--- src/sv/lps_pkg.sv ---
package lps_pkg;

    // field widths
    localparam int SLOT_W = 16;
    localparam int OFF_W  = 20;
    localparam int LEN_W  = 16;
    localparam int SL_W   = 20;
    localparam int TGT_W  = 21;
    localparam int DIST_W = 17;
    localparam int SPAN_W = 37;
    localparam int SUM_W  = 22;
    localparam int CNT_W  = 4;
    localparam int IDX_W  = 2;

    // at most this many segments per period, whatever the parameter says
    localparam int OUT_LIMIT = 8;

    // restoring divider: one quotient bit per step
    localparam int DIV_STEPS = TGT_W;
    localparam int STEP_W    = 5;

    // register indexes on the configuration channel
    localparam logic [IDX_W-1:0] REG_SLOT_LENGTH = 2'd0;
    localparam logic [IDX_W-1:0] REG_LOOP_ENABLE = 2'd1;
    localparam logic [IDX_W-1:0] REG_LOOP_BEGIN  = 2'd2;
    localparam logic [IDX_W-1:0] REG_LOOP_END    = 2'd3;

    localparam logic [SL_W-1:0]   SLOT_LENGTH_RST = 20'd1024;
    localparam logic [SLOT_W-1:0] LOOP_END_RST    = 16'd3;

    // controller to datapath
    typedef struct packed {
        logic load;
        logic jump;
        logic div_start;
        logic div_step;
        logic mul;
        logic left;
        logic emit;
    } t_dp_cmd;

    // datapath to controller
    typedef struct packed {
        logic period_zero;
        logic past_end;
        logic finish;
        logic out_free;
    } t_dp_sts;

endpackage

--- src/sv/lps_in_if.sv ---
interface lps_in_if;
    logic                       valid;
    logic                       ready;
    logic [lps_pkg::LEN_W-1:0]  period_frames;

    modport source (output valid, output period_frames, input ready);
    modport sink   (input valid, input period_frames, output ready);
endinterface

--- src/sv/lps_out_if.sv ---
interface lps_out_if;
    logic                       valid;
    logic                       ready;
    logic [lps_pkg::SLOT_W-1:0] seg_timeslot;
    logic [lps_pkg::OFF_W-1:0]  seg_offset;
    logic [lps_pkg::LEN_W-1:0]  seg_length;
    logic                       last;
    logic                       overflow;

    modport source (output valid, output seg_timeslot, output seg_offset, output seg_length,
                    output last, output overflow, input ready);
    modport sink   (input valid, input seg_timeslot, input seg_offset, input seg_length,
                    input last, input overflow, output ready);
endinterface

--- src/sv/lps_cfg_if.sv ---
interface lps_cfg_if;
    logic                       valid;
    logic                       ready;
    logic [lps_pkg::IDX_W-1:0]  index;
    logic [lps_pkg::SL_W-1:0]   data;

    modport source (output valid, output index, output data, input ready);
    modport sink   (input valid, input index, input data, output ready);
endinterface

--- src/sv/lps_ctrl.sv ---
module lps_ctrl (
    input  logic             i_clk,
    input  logic             i_rst_n,
    input  logic             i_in_valid,
    output logic             o_in_ready,
    input  lps_pkg::t_dp_sts i_sts,
    output lps_pkg::t_dp_cmd o_cmd
);

    localparam logic [2:0] ST_IDLE  = 3'd0;
    localparam logic [2:0] ST_CHECK = 3'd1;
    localparam logic [2:0] ST_DIV   = 3'd2;
    localparam logic [2:0] ST_MUL   = 3'd3;
    localparam logic [2:0] ST_LEFT  = 3'd4;
    localparam logic [2:0] ST_EMIT  = 3'd5;

    localparam logic [lps_pkg::STEP_W-1:0] STEP_LAST =
        lps_pkg::STEP_W'(lps_pkg::DIV_STEPS - 1);

    logic [2:0]                 r_state, n_state;
    logic [lps_pkg::STEP_W-1:0] r_step, n_step;

    // next state and commands
    always_comb begin
        n_state    = r_state;
        n_step     = r_step;
        o_in_ready = 1'b0;
        o_cmd      = '0;
        case (r_state)
            ST_IDLE: begin
                o_in_ready = 1'b1;
                if (i_in_valid) begin
                    o_cmd.load = 1'b1;
                    n_state    = i_sts.period_zero ? ST_IDLE : ST_CHECK;
                end
            end
            ST_CHECK: begin
                // a playhead beyond the loop jumps back first
                if (i_sts.past_end) begin
                    o_cmd.jump = 1'b1;
                end else begin
                    o_cmd.div_start = 1'b1;
                    n_step          = '0;
                    n_state         = ST_DIV;
                end
            end
            ST_DIV: begin
                o_cmd.div_step = 1'b1;
                n_step         = r_step + 1'b1;
                if (r_step == STEP_LAST) begin
                    n_state = ST_MUL;
                end
            end
            ST_MUL: begin
                o_cmd.mul = 1'b1;
                n_state   = ST_LEFT;
            end
            ST_LEFT: begin
                o_cmd.left = 1'b1;
                n_state    = ST_EMIT;
            end
            ST_EMIT: begin
                if (i_sts.out_free) begin
                    o_cmd.emit = 1'b1;
                    n_state    = i_sts.finish ? ST_IDLE : ST_CHECK;
                end
            end
            default: begin
                n_state = ST_IDLE;
            end
        endcase
    end

    // state registers
    always_ff @(posedge i_clk) begin
        if (!i_rst_n) begin
            r_state <= ST_IDLE;
            r_step  <= '0;
        end else begin
            r_state <= n_state;
            r_step  <= n_step;
        end
    end

    // divider always runs its full length before the span multiply
    a_div_len: assert property (@(posedge i_clk) disable iff (!i_rst_n)
        (r_state == ST_DIV && r_step == STEP_LAST) |=> (r_state == ST_MUL))
        else $error("divider did not hand over to span multiply");

endmodule

--- src/sv/lps_datapath.sv ---
module lps_datapath #(
    parameter int SEG_CAP = 8
) (
    input  logic                        i_clk,
    input  logic                        i_rst_n,
    input  lps_pkg::t_dp_cmd            i_cmd,
    output lps_pkg::t_dp_sts            o_sts,
    input  logic                        i_cfg_valid,
    input  logic [lps_pkg::IDX_W-1:0]   i_cfg_index,
    input  logic [lps_pkg::SL_W-1:0]    i_cfg_data,
    input  logic [lps_pkg::LEN_W-1:0]   i_period_frames,
    input  logic                        i_out_ready,
    output logic                        o_out_valid,
    output logic [lps_pkg::SLOT_W-1:0]  o_seg_timeslot,
    output logic [lps_pkg::OFF_W-1:0]   o_seg_offset,
    output logic [lps_pkg::LEN_W-1:0]   o_seg_length,
    output logic                        o_last,
    output logic                        o_overflow
);

    localparam int SLOT_W = lps_pkg::SLOT_W;
    localparam int OFF_W  = lps_pkg::OFF_W;
    localparam int LEN_W  = lps_pkg::LEN_W;
    localparam int SL_W   = lps_pkg::SL_W;
    localparam int TGT_W  = lps_pkg::TGT_W;
    localparam int DIST_W = lps_pkg::DIST_W;
    localparam int SPAN_W = lps_pkg::SPAN_W;
    localparam int SUM_W  = lps_pkg::SUM_W;
    localparam int CNT_W  = lps_pkg::CNT_W;

    localparam logic [CNT_W-1:0] CAP = CNT_W'(SEG_CAP);

    // configuration registers
    logic [SL_W-1:0]   r_slot_length;
    logic              r_loop_enable;
    logic [SLOT_W-1:0] r_loop_begin;
    logic [SLOT_W-1:0] r_loop_end;

    // playhead and per-item state
    logic [SLOT_W-1:0] r_slot;
    logic [OFF_W-1:0]  r_offset;
    logic [LEN_W-1:0]  r_remain;
    logic [CNT_W-1:0]  r_count;
    logic [SL_W-1:0]   r_sl;
    logic              r_looping;

    // divider, span and clip
    logic [TGT_W-1:0]  r_dq;
    logic [SL_W-1:0]   r_drem;
    logic [SPAN_W-1:0] r_span;
    logic [LEN_W-1:0]  r_left;
    logic              r_inside;

    // output register
    logic              r_out_valid;
    logic [SLOT_W-1:0] r_out_slot;
    logic [OFF_W-1:0]  r_out_off;
    logic [LEN_W-1:0]  r_out_len;
    logic              r_out_last;
    logic              r_out_ovf;

    logic [TGT_W-1:0]  w_rem_sh;
    logic [TGT_W-1:0]  w_sub;
    logic              w_ge;
    logic [DIST_W-1:0] w_dist;
    logic [SPAN_W-1:0] w_span;
    logic [SPAN_W-1:0] w_room;
    logic [SUM_W-1:0]  w_slot_sum;
    logic [LEN_W-1:0]  w_rem_after;
    logic              w_cap_hit;
    logic              w_last_wrap;
    logic              w_out_free;
    logic              w_emit_seg;

    // configuration writes
    always_ff @(posedge i_clk) begin
        if (!i_rst_n) begin
            r_slot_length <= lps_pkg::SLOT_LENGTH_RST;
            r_loop_enable <= 1'b1;
            r_loop_begin  <= '0;
            r_loop_end    <= lps_pkg::LOOP_END_RST;
        end else if (i_cfg_valid) begin
            case (i_cfg_index)
                lps_pkg::REG_SLOT_LENGTH: r_slot_length <= i_cfg_data;
                lps_pkg::REG_LOOP_ENABLE: r_loop_enable <= i_cfg_data[0];
                lps_pkg::REG_LOOP_BEGIN:  r_loop_begin  <= i_cfg_data[SLOT_W-1:0];
                lps_pkg::REG_LOOP_END:    r_loop_end    <= i_cfg_data[SLOT_W-1:0];
                default: ;
            endcase
        end
    end

    // one restoring division step
    assign w_rem_sh = {r_drem, r_dq[TGT_W-1]};
    assign w_ge     = w_rem_sh >= TGT_W'(r_sl);
    assign w_sub    = w_rem_sh - TGT_W'(r_sl);

    // timeslots from the playhead to the end of the loop, then the frames left in it
    assign w_dist = DIST_W'(r_loop_end) + DIST_W'(1) - DIST_W'(r_slot);
    assign w_span = SPAN_W'(w_dist) * SPAN_W'(r_sl);
    assign w_room = r_span - SPAN_W'(r_offset);

    assign w_slot_sum = SUM_W'(r_slot) + SUM_W'(r_dq);

    // wrap segment bookkeeping
    assign w_rem_after = r_remain - r_left;
    assign w_cap_hit   = (r_count + 1'b1) == CAP;
    assign w_last_wrap = (w_rem_after == '0) || w_cap_hit;

    assign w_out_free = !r_out_valid || i_out_ready;
    assign w_emit_seg = i_cmd.emit && (r_inside || r_left != '0);

    // playhead, item and arithmetic registers
    always_ff @(posedge i_clk) begin
        if (!i_rst_n) begin
            r_slot   <= '0;
            r_offset <= '0;
            r_count  <= '0;
        end else begin
            if (i_cmd.load) begin
                r_sl      <= (r_slot_length == '0) ? SL_W'(1) : r_slot_length;
                r_looping <= r_loop_enable && (r_loop_begin <= r_loop_end);
                r_remain  <= i_period_frames;
                r_count   <= '0;
            end
            if (i_cmd.jump) begin
                r_slot   <= r_loop_begin;
                r_offset <= '0;
            end
            if (i_cmd.div_start) begin
                r_dq   <= TGT_W'(r_offset) + TGT_W'(r_remain);
                r_drem <= '0;
            end
            if (i_cmd.div_step) begin
                r_dq   <= {r_dq[TGT_W-2:0], w_ge};
                r_drem <= w_ge ? w_sub[SL_W-1:0] : w_rem_sh[SL_W-1:0];
            end
            if (i_cmd.mul) begin
                r_span <= w_span;
            end
            if (i_cmd.left) begin
                // rest of the loop, clipped to the frames still to place
                if (r_span <= SPAN_W'(r_offset)) begin
                    r_left <= '0;
                end else if (w_room > SPAN_W'(r_remain)) begin
                    r_left <= r_remain;
                end else begin
                    r_left <= w_room[LEN_W-1:0];
                end
                r_inside <= (r_dq == '0) || !r_looping
                            || (w_slot_sum <= SUM_W'(r_loop_end));
            end
            if (i_cmd.emit) begin
                if (r_inside) begin
                    r_slot   <= r_slot + r_dq[SLOT_W-1:0];
                    r_offset <= r_drem;
                    r_remain <= '0;
                    r_count  <= r_count + 1'b1;
                end else begin
                    if (r_left != '0) begin
                        r_remain <= w_rem_after;
                        r_count  <= r_count + 1'b1;
                    end
                    r_slot   <= r_loop_begin;
                    r_offset <= '0;
                end
            end
        end
    end

    // output register
    always_ff @(posedge i_clk) begin
        if (!i_rst_n) begin
            r_out_valid <= 1'b0;
        end else if (w_emit_seg) begin
            r_out_valid <= 1'b1;
        end else if (i_out_ready) begin
            r_out_valid <= 1'b0;
        end
    end

    always_ff @(posedge i_clk) begin
        if (w_emit_seg) begin
            r_out_slot <= r_slot;
            r_out_off  <= r_offset;
            if (r_inside) begin
                r_out_len  <= r_remain;
                r_out_last <= 1'b1;
                r_out_ovf  <= 1'b0;
            end else begin
                r_out_len  <= r_left;
                r_out_last <= w_last_wrap;
                r_out_ovf  <= (w_rem_after != '0) && w_cap_hit;
            end
        end
    end

    // status
    assign o_sts.period_zero = (i_period_frames == '0);
    assign o_sts.past_end    = r_looping && (r_slot > r_loop_end);
    assign o_sts.finish      = r_inside || ((r_left != '0) && w_last_wrap);
    assign o_sts.out_free    = w_out_free;

    assign o_out_valid    = r_out_valid;
    assign o_seg_timeslot = r_out_slot;
    assign o_seg_offset   = r_out_off;
    assign o_seg_length   = r_out_len;
    assign o_last         = r_out_last;
    assign o_overflow     = r_out_ovf;

    a_count_cap: assert property (@(posedge i_clk) disable iff (!i_rst_n)
        r_count <= CAP)
        else $error("segment count beyond cap");

    a_ovf_last: assert property (@(posedge i_clk) disable iff (!i_rst_n)
        (r_out_valid && r_out_ovf) |-> r_out_last)
        else $error("overflow on a segment that is not last");

    a_len_nonzero: assert property (@(posedge i_clk) disable iff (!i_rst_n)
        r_out_valid |-> (r_out_len != '0))
        else $error("zero-length segment emitted");

endmodule

--- src/sv/loop_playhead_segmenter.sv ---
// Channel  Dir  Payload                                              Handshake
// i_period in   period_frames                                        valid/ready
// i_cfg    in   index (0 slot_length, 1 loop_enable, 2..3 loop span)  valid/ready
// o_seg    out  seg_timeslot seg_offset seg_length last overflow      valid/ready
//
// After the accept, each segment takes a check, 21 divider steps (one quotient
// bit a cycle), the span multiply, the clip and emit. A playhead past the loop
// end first jumps back to the loop start; a wrap with no loop left runs the steps
// but gives no segment; a zero-frame period gives none. Up to 8 per period.
// Reset is synchronous, active low; config writes are always taken.
// A stalled o_seg holds the emit step until the output register frees.
module loop_playhead_segmenter #(
    parameter int MAX_SEGMENTS = 8
) (
    input  logic          i_clk,
    input  logic          i_rst_n,
    lps_in_if.sink        i_period,
    lps_cfg_if.sink       i_cfg,
    lps_out_if.source     o_seg
);

    localparam int SEG_CAP = (MAX_SEGMENTS < lps_pkg::OUT_LIMIT) ?
                             MAX_SEGMENTS : lps_pkg::OUT_LIMIT;

    lps_pkg::t_dp_cmd w_cmd;
    lps_pkg::t_dp_sts w_sts;
    logic             w_in_ready;

    // configuration registers never stall
    assign i_cfg.ready    = 1'b1;
    assign i_period.ready = w_in_ready;

    lps_ctrl u_ctrl (
        .i_clk      (i_clk),
        .i_rst_n    (i_rst_n),
        .i_in_valid (i_period.valid),
        .o_in_ready (w_in_ready),
        .i_sts      (w_sts),
        .o_cmd      (w_cmd)
    );

    lps_datapath #(
        .SEG_CAP (SEG_CAP)
    ) u_datapath (
        .i_clk           (i_clk),
        .i_rst_n         (i_rst_n),
        .i_cmd           (w_cmd),
        .o_sts           (w_sts),
        .i_cfg_valid     (i_cfg.valid),
        .i_cfg_index     (i_cfg.index),
        .i_cfg_data      (i_cfg.data),
        .i_period_frames (i_period.period_frames),
        .i_out_ready     (o_seg.ready),
        .o_out_valid     (o_seg.valid),
        .o_seg_timeslot  (o_seg.seg_timeslot),
        .o_seg_offset    (o_seg.seg_offset),
        .o_seg_length    (o_seg.seg_length),
        .o_last          (o_seg.last),
        .o_overflow      (o_seg.overflow)
    );

endmodule
--- src/flat_wrapper.sv ---
// flat-port wrapper written by rule: the top's interface ports become plain ports
module loop_playhead_segmenter_flat 
#(
    parameter int MAX_SEGMENTS = 8
)
  (i_clk, i_rst_n, i_period_valid, i_period_period_frames, i_period_ready, i_cfg_valid, i_cfg_index, i_cfg_data, i_cfg_ready, o_seg_valid, o_seg_seg_timeslot, o_seg_seg_offset, o_seg_seg_length, o_seg_last, o_seg_overflow, o_seg_ready);
  lps_in_if i_period_i ();
  lps_cfg_if i_cfg_i ();
  lps_out_if o_seg_i ();
  input  logic i_clk;
  input  logic i_rst_n;
  input wire logic [$bits(i_period_i.valid)-1:0] i_period_valid;
  input wire logic [$bits(i_period_i.period_frames)-1:0] i_period_period_frames;
  output wire logic [$bits(i_period_i.ready)-1:0] i_period_ready;
  input wire logic [$bits(i_cfg_i.valid)-1:0] i_cfg_valid;
  input wire logic [$bits(i_cfg_i.index)-1:0] i_cfg_index;
  input wire logic [$bits(i_cfg_i.data)-1:0] i_cfg_data;
  output wire logic [$bits(i_cfg_i.ready)-1:0] i_cfg_ready;
  output wire logic [$bits(o_seg_i.valid)-1:0] o_seg_valid;
  output wire logic [$bits(o_seg_i.seg_timeslot)-1:0] o_seg_seg_timeslot;
  output wire logic [$bits(o_seg_i.seg_offset)-1:0] o_seg_seg_offset;
  output wire logic [$bits(o_seg_i.seg_length)-1:0] o_seg_seg_length;
  output wire logic [$bits(o_seg_i.last)-1:0] o_seg_last;
  output wire logic [$bits(o_seg_i.overflow)-1:0] o_seg_overflow;
  input wire logic [$bits(o_seg_i.ready)-1:0] o_seg_ready;
  assign i_period_i.valid = i_period_valid;
  assign i_period_i.period_frames = i_period_period_frames;
  assign i_period_ready = i_period_i.ready;
  assign i_cfg_i.valid = i_cfg_valid;
  assign i_cfg_i.index = i_cfg_index;
  assign i_cfg_i.data = i_cfg_data;
  assign i_cfg_ready = i_cfg_i.ready;
  assign o_seg_valid = o_seg_i.valid;
  assign o_seg_seg_timeslot = o_seg_i.seg_timeslot;
  assign o_seg_seg_offset = o_seg_i.seg_offset;
  assign o_seg_seg_length = o_seg_i.seg_length;
  assign o_seg_last = o_seg_i.last;
  assign o_seg_overflow = o_seg_i.overflow;
  assign o_seg_i.ready = o_seg_ready;
  loop_playhead_segmenter #(.MAX_SEGMENTS(MAX_SEGMENTS)) u_core (.i_clk(i_clk), .i_rst_n(i_rst_n), .i_period(i_period_i), .i_cfg(i_cfg_i), .o_seg(o_seg_i));
endmodule
--- config.mk ---
export PLATFORM = sky130hd
export DESIGN_NAME = loop_playhead_segmenter_flat
export DESIGN_NICKNAME = d
export VERILOG_FILES = /design/src/sv/lps_pkg.sv /design/src/sv/lps_in_if.sv /design/src/sv/lps_out_if.sv /design/src/sv/lps_cfg_if.sv /design/src/sv/lps_ctrl.sv /design/src/sv/lps_datapath.sv /design/src/sv/loop_playhead_segmenter.sv /design/src/flat_wrapper.sv
export SDC_FILE = /design/constraint.sdc
export NUM_CORES = 2
export LEC_CHECK = 0
export BUFFER_PORTS_ARGS = -buffer_cell sky130_fd_sc_hd__buf_2
export CAP_MARGIN = 20
export CORE_ASPECT_RATIO = 1.5
export CORE_MARGIN = 4
export CORE_UTILIZATION = 31
export CTS_CLUSTER_SIZE = 25
export DETAILED_ROUTE_END_ITERATION = 16
export MAX_ROUTING_LAYER = met4
export PLACE_DENSITY_LB_ADDON = 0.15
export REMOVE_ABC_BUFFERS = 1
export SYNTH_ARGS = -nofsm -noshare
export SYNTH_HDL_FRONTEND = slang
export SYNTH_HIERARCHICAL = 1
export SYNTH_SLANG_ARGS = --single-unit
--- constraint.sdc ---
create_clock -name i_clk -period 10.6 [get_ports i_clk]
set_input_delay 1.06 -clock i_clk [delete_from_list [all_inputs] [get_ports i_clk]]
set_output_delay 1.06 -clock i_clk [all_outputs]
set_load 0.005 [all_outputs]
# --- Word-level counts from Yosys, hierarchy flattened ---
# Index checks and enable logic that the tools add are counted.
word_totals:
  regBits: 288
  inputBits: 43
op_classes:
  addsub: 10
  mul: 1
  n_lt_le_gt_ge: 6
  n_eq_ne: 14
  mux: 43
  reduce_logical: 35
op_table:
  columns: ["op", "count"]
  rows:
  - ["16-bit 2-to-1 mux", 9]
  - ["20-bit 2-to-1 mux", 6]
  - ["21-bit 2-to-1 mux", 2]
  - ["37-bit by 16-bit > comparator with 1-bit output", 1]
  - ["37-bit by 20-bit <= comparator with 1-bit output", 1]
  - ["17-bit by 20-bit multiplier with 37-bit output", 1]
  - ["37-bit by 20-bit subtractor with 37-bit output", 1]
  - ["16-bit zero test", 2]
  - ["16-bit nonzero test", 2]
  - ["16-bit by 21-bit adder with 22-bit output", 1]
  - ["22-bit by 16-bit <= comparator with 1-bit output", 1]
  - ["20-bit by 16-bit adder with 21-bit output", 1]
  - ["21-bit by 20-bit >= comparator with 1-bit output", 1]
  - ["21-bit zero test", 1]
  - ["20-bit zero test", 1]
  - ["20-bit subtractor", 1]
  - ["3-bit one-hot mux with 6 select lines", 1]
  - ["2-bit AND reduction", 9]
  - ["16-bit by 1-bit adder with 17-bit output (second input constant)", 1]
  - ["17-bit by 16-bit subtractor with 17-bit output", 1]
  - ["16-bit adder", 1]
  - ["16-bit > comparator", 1]
  - ["16-bit <= comparator", 1]
  - ["4-bit 2-to-1 mux", 4]
  - ["other kinds (23)", 58]

# --- Logic depth before layout (Yosys ltp) ---
depth:
  depth_word: 8
  ltp_mapped: 37
  ltp_nobuf: 36

# --- Modules after synthesis ---
# Netlist, hierarchy kept.
modules_own_cells:
  columns: ["module", "instances", "cells_per_inst", "area_per_inst_um2"]
  rows:
  - ["lps_datapath", 1, 3425, 30372.9]
  - ["lps_ctrl", 1, 62, 503.0]
  - ["loop_playhead_segmenter", 1, 2, 11.3]

# --- Worst setup path after synthesis ---
# Ideal clock, no wire load.
synth_path:
  path_kind: "register -> register"
  from: "register u_core.u_datapath.r_loop_end[1]"
  to: "register u_core.u_datapath.r_span[35] (data pin)"
  setup_time_ns: 0.258
  arrival_ns: 8.469
  required_time_ns: 10.342
  setup_slack_ns: 1.873
  path_stages_with_launch: 35
  n_path_buf: 2
  period_less_slack_ns: 8.727
  path_cell_list: "dfxtp_1 inv_1 ha_1 inv_1 ha_1 inv_1 fa_1 nor2b_1 o21a_1 o211ai_1 a21boi_0 o21ai_0 a21oi_1 o41a_1 buf_1 buf_1 o211ai_1 fa_1 fa_1 fa_1 fa_1 fa_1 inv_1 fa_1 inv_1 ha_1 a21o_1 a21o_1 a2111oi_0 o41ai_1 nor3_1 a211oi_1 or3b_2 a21oi_1 xnor2_1"
synth_via:
  elab_chain_cells: 3
synth_lines:
  columns: ["item", "line", "text"]
  rows:
  - ["from (decl)", "lps_datapath.sv:37", "logic [SLOT_W-1:0] r_loop_end;"]
  - ["from (signal assigned)", "lps_datapath.sv:81", "r_loop_end <= lps_pkg::LOOP_END_RST;"]
  - ["from (signal assigned)", "lps_datapath.sv:87", "lps_pkg::REG_LOOP_END: r_loop_end <= i_cfg_data[SLOT_W-1:0];"]
  - ["16-bit by 1-bit adder with 17-bit output", "lps_datapath.sv:99", "assign w_dist = DIST_W'(r_loop_end) + DIST_W'(1) - DIST_W'(r_slot);"]
  - ["17-bit by 16-bit subtractor with 17-bit output", "lps_datapath.sv:99", null]
  - ["17-bit by 20-bit multiplier with 37-bit output", "lps_datapath.sv:100", "assign w_span = SPAN_W'(w_dist) * SPAN_W'(r_sl);"]
  - ["via u_core.u_datapath.w_span[35]", "lps_datapath.sv:66", "logic [SPAN_W-1:0] w_span;"]
  - ["to (signal assigned)", "lps_datapath.sv:139", "r_span <= w_span;"]
  - ["to (decl)", "lps_datapath.sv:50", "logic [SPAN_W-1:0] r_span;"]
# The timed path passes the listed nets, and every way through them passes these cells.
# A chain may end at the register's enable or synchronous reset.

# --- Final worst setup path ---
layout_path:
  from: "register u_core.u_datapath.r_loop_end[1]"
  to: "register u_core.u_datapath.r_span[36] (data pin)"
# The elaborated chain is that of the path after synthesis.

==> qor.yml <==
synthTopCellsByArea: "edfxtp_1, fa_1, ha_1"
htree_levels: 2
worstMarginPinSlew_ns: 1.13
synth_seq_cells: 288
ys.warnings.count: 6
hold_class: "reg2reg"
cts_setup_buffers: 0
cts_root_buf: "clkbuf_16"
cts_tree: "yes"
place.gp.congestion: 0.867
ant_nets: 0
fmax_mhz: 105
cts_max_path_buffers: 3
syn2layout_area_growth_pct: 9.86
synth_edf_count: 186
final_common_cell: "nand2_1"
post-route-min-period_ns: 9.52
fin_crit_sh_pct: 89.8
critPathArrivalTime_ns: 9.78
grt_max_degree: 83
die_w_microns: 266
drc: 0
numCtsBuffers: 34
clock_latency_ns: 0.55
wire_per_inst_microns: 21.4
synthSimpleGateAreaFrac_pct: 17.8
hold_viol: 0
synth_area_sq_um: 30900
antenna_cells: 0
cts_resized: 0
ys_seq_area_share_pct: 24.7
grt_pass1_wl_mm: 157
firstDrtPassIters: 6
crit_path_max_fanout: 39
crit_slowest_cell: "fa_1"
antenna_found_initial: 0
avgSynthCellArea_sq_um: 8.85
synth_xor_area_share_pct: 3.01
vias_per_cell: 5.12
coreArea_sq_um: 98600
setup_viol: 0
die-area_sq_um: 105000
clk_pin_slew_ns: 0.06
cts_num_sinks: 288
portBuffers: 98
pre_cts_ws_ns: 1.12
timing.final.ws_setup_ns: 1.08
fp-row-count: 141
hold_buffers: 0
startpoint_type: "flip-flop"
yosys.area.top_type: "edfxtp_1"
max_stage_delay_ns: 0.66
layout-drive-gt1-share_pct: 7.45
ios: 100
drtIter0Drc: 1243
final_cell_mix: "nand2_1, inv_1, ha_1, fa_1, edfxtp_1"
synthCells: 3489
synth_top_family_by_area: "adder cells"
rsz0062_at_grt: "no"
crit_type: "reg2reg"
die_h_microns: 395
critPathRequiredTime_ns: 10.87
grt_pass1_vias: 25500
post_synth_num_cell_types: 83
groute.usage.overall_pct: 20.0
slew_viol_final: 0
cpMostUsedCell: "fa_1"
synth_fa_ha_area_share_pct: 29.8
synthMuxAreaShare_pct: 2.03
drv_cap: 0
synth_compound_area_share_pct: 14.3
synth_ff_type: "edfxtp_1"
yosysTopAreaCellShare_pct: 18.1
nets: 4107
grt.overflow.total: 0
relSlewSlack_pct: 24.3
dr_total_vias: 24600
end_kind: "flip-flop"
drt_wl_total_mm: 103
skew_ns: 0.0280
start_util_pct: 31.3
async_flop_share_pct: 0
timing.setup.tns_ns: 0
run_status: "finished clean"
dp_hpwl_mm: 81.2
per-layer routing:
metal	part of all wire, %	vias to the layer above	track usage (%)
met5	0	-	-
met4	3.7	0	6.36
met3	2.2	156	1.07
met2	56	405	38.9
met1	38	12300	21.4
li1	-	11800	-
metrics by stage:
stage	std cells	hold WS (ns)	area [sq um]	utilization, %
2_1_floorplan	3299	0.430	30100	-
3_3_place_gp	4742	0.455	32800	33.2
3_5_place_dp	4743	0.448	32800	33.2
4_1_cts	4803	0.469	33900	34.4
5_1_grt	4804	0.481	33900	34.4
6_report	4804	0.472	33900	34.4
area by class of cell:
| cell class | instances | area (sq um) |
|---|---|---|
| Multi-Input combinational cell | 2521 | 20800 |
| Fill cell | 10300 | 64700 |
| Inverter | 490 | 1840 |
| Clock inverter | 18 | 210 |
| Tap cell | 1287 | 1610 |
| Timing Repair Buffer | 158 | 960 |
| Sequential cell | 288 | 7630 |
| Clock buffer | 42 | 912 |
path summary, 6_finish.rpt:
check,startpoint,endpoint,slack (ns),cells after the start
setup / recovery,u_core/u_datapath/r_loop_end[1],u_core/u_datapath/r_span[36],1.08,35
hold / removal,u_core/u_datapath/r_slot_length[3],u_core/u_datapath/r_sl[3],0.47,0
setup reg to reg,u_core/u_datapath/r_loop_end[1],u_core/u_datapath/r_span[36],1.08,35
hold reg to reg,u_core/u_datapath/r_slot_length[3],u_core/u_datapath/r_sl[3],0.47,0
synth_stat cells (9+ instances only):
cell	count
and2_1	72
and3_1	18
nor3_1	48
fa_1	276
a22oi_1	27
o31ai_1	14
a31oi_1	19
o22ai_1	18
clkbuf_1	171
xor2_1	33
mux2_2	13
a21o_1	59
a311oi_1	21
o21bai_1	16
o21ai_0	104
o211a_1	15
a21oi_1	107
nand3_1	102
or3_1	14
o211ai_1	28
nand3b_1	9
ha_1	295
edfxtp_1	186
dfxtp_1	102
nor4_1	34
nor2b_1	44
a21boi_0	76
a211oi_1	22
nand2b_1	69
nor2_1	143
o41ai_1	10
xnor2_1	73
mux2i_1	48
buf_1	13
nand4_1	32
inv_1	489
o21a_1	38
nor3b_1	16
nand2_1	505
critical path, delay by kind of cell (launching register included):
kind	cells	cell delay (ns)
AOI/OAI and AO/OA	12	2.46
xor gates and xnor gates	1	0.13
adders and majority gates	10	4.63
buffers and inverters	7	0.79
DFF	1	0.36
and+or+nand+nor	5	0.85
registers in the layout, indices dropped and copies added, names as in the netlist, 16 cells and up:
register	cells
u_core/u_datapath/o_seg_length	16
u_core/u_datapath/o_seg_timeslot	16
u_core/u_datapath/r_dq	21
u_core/u_datapath/r_drem	20
u_core/u_datapath/r_loop_begin	16
u_core/u_datapath/r_slot_length	20
u_core/u_datapath/r_sl	20
u_core/u_datapath/r_offset	20
u_core/u_datapath/r_loop_end	16
u_core/u_datapath/r_remain	16
u_core/u_datapath/r_left	16
u_core/u_datapath/o_seg_offset	20
u_core/u_datapath/r_slot	16
u_core/u_datapath/r_span	37
kinds of logic (layout without fill, tap and decap cells):
| group | after synthesis | in the layout |
|---|---|---|
| mux | 61 | 61 |
| flops | 288 | 288 |
| compound gates | 636 | 636 |
| other cells | 1 | 1 |
| fa+ha+maj | 571 | 571 |
| simple gates | 1146 | 1146 |
| buf+inv | 680 | 708 |
| xor+xnor | 106 | 106 |
Power is not shown: default switching activity piles up to over one toggle a cycle in this logic, so the estimate is an artifact.
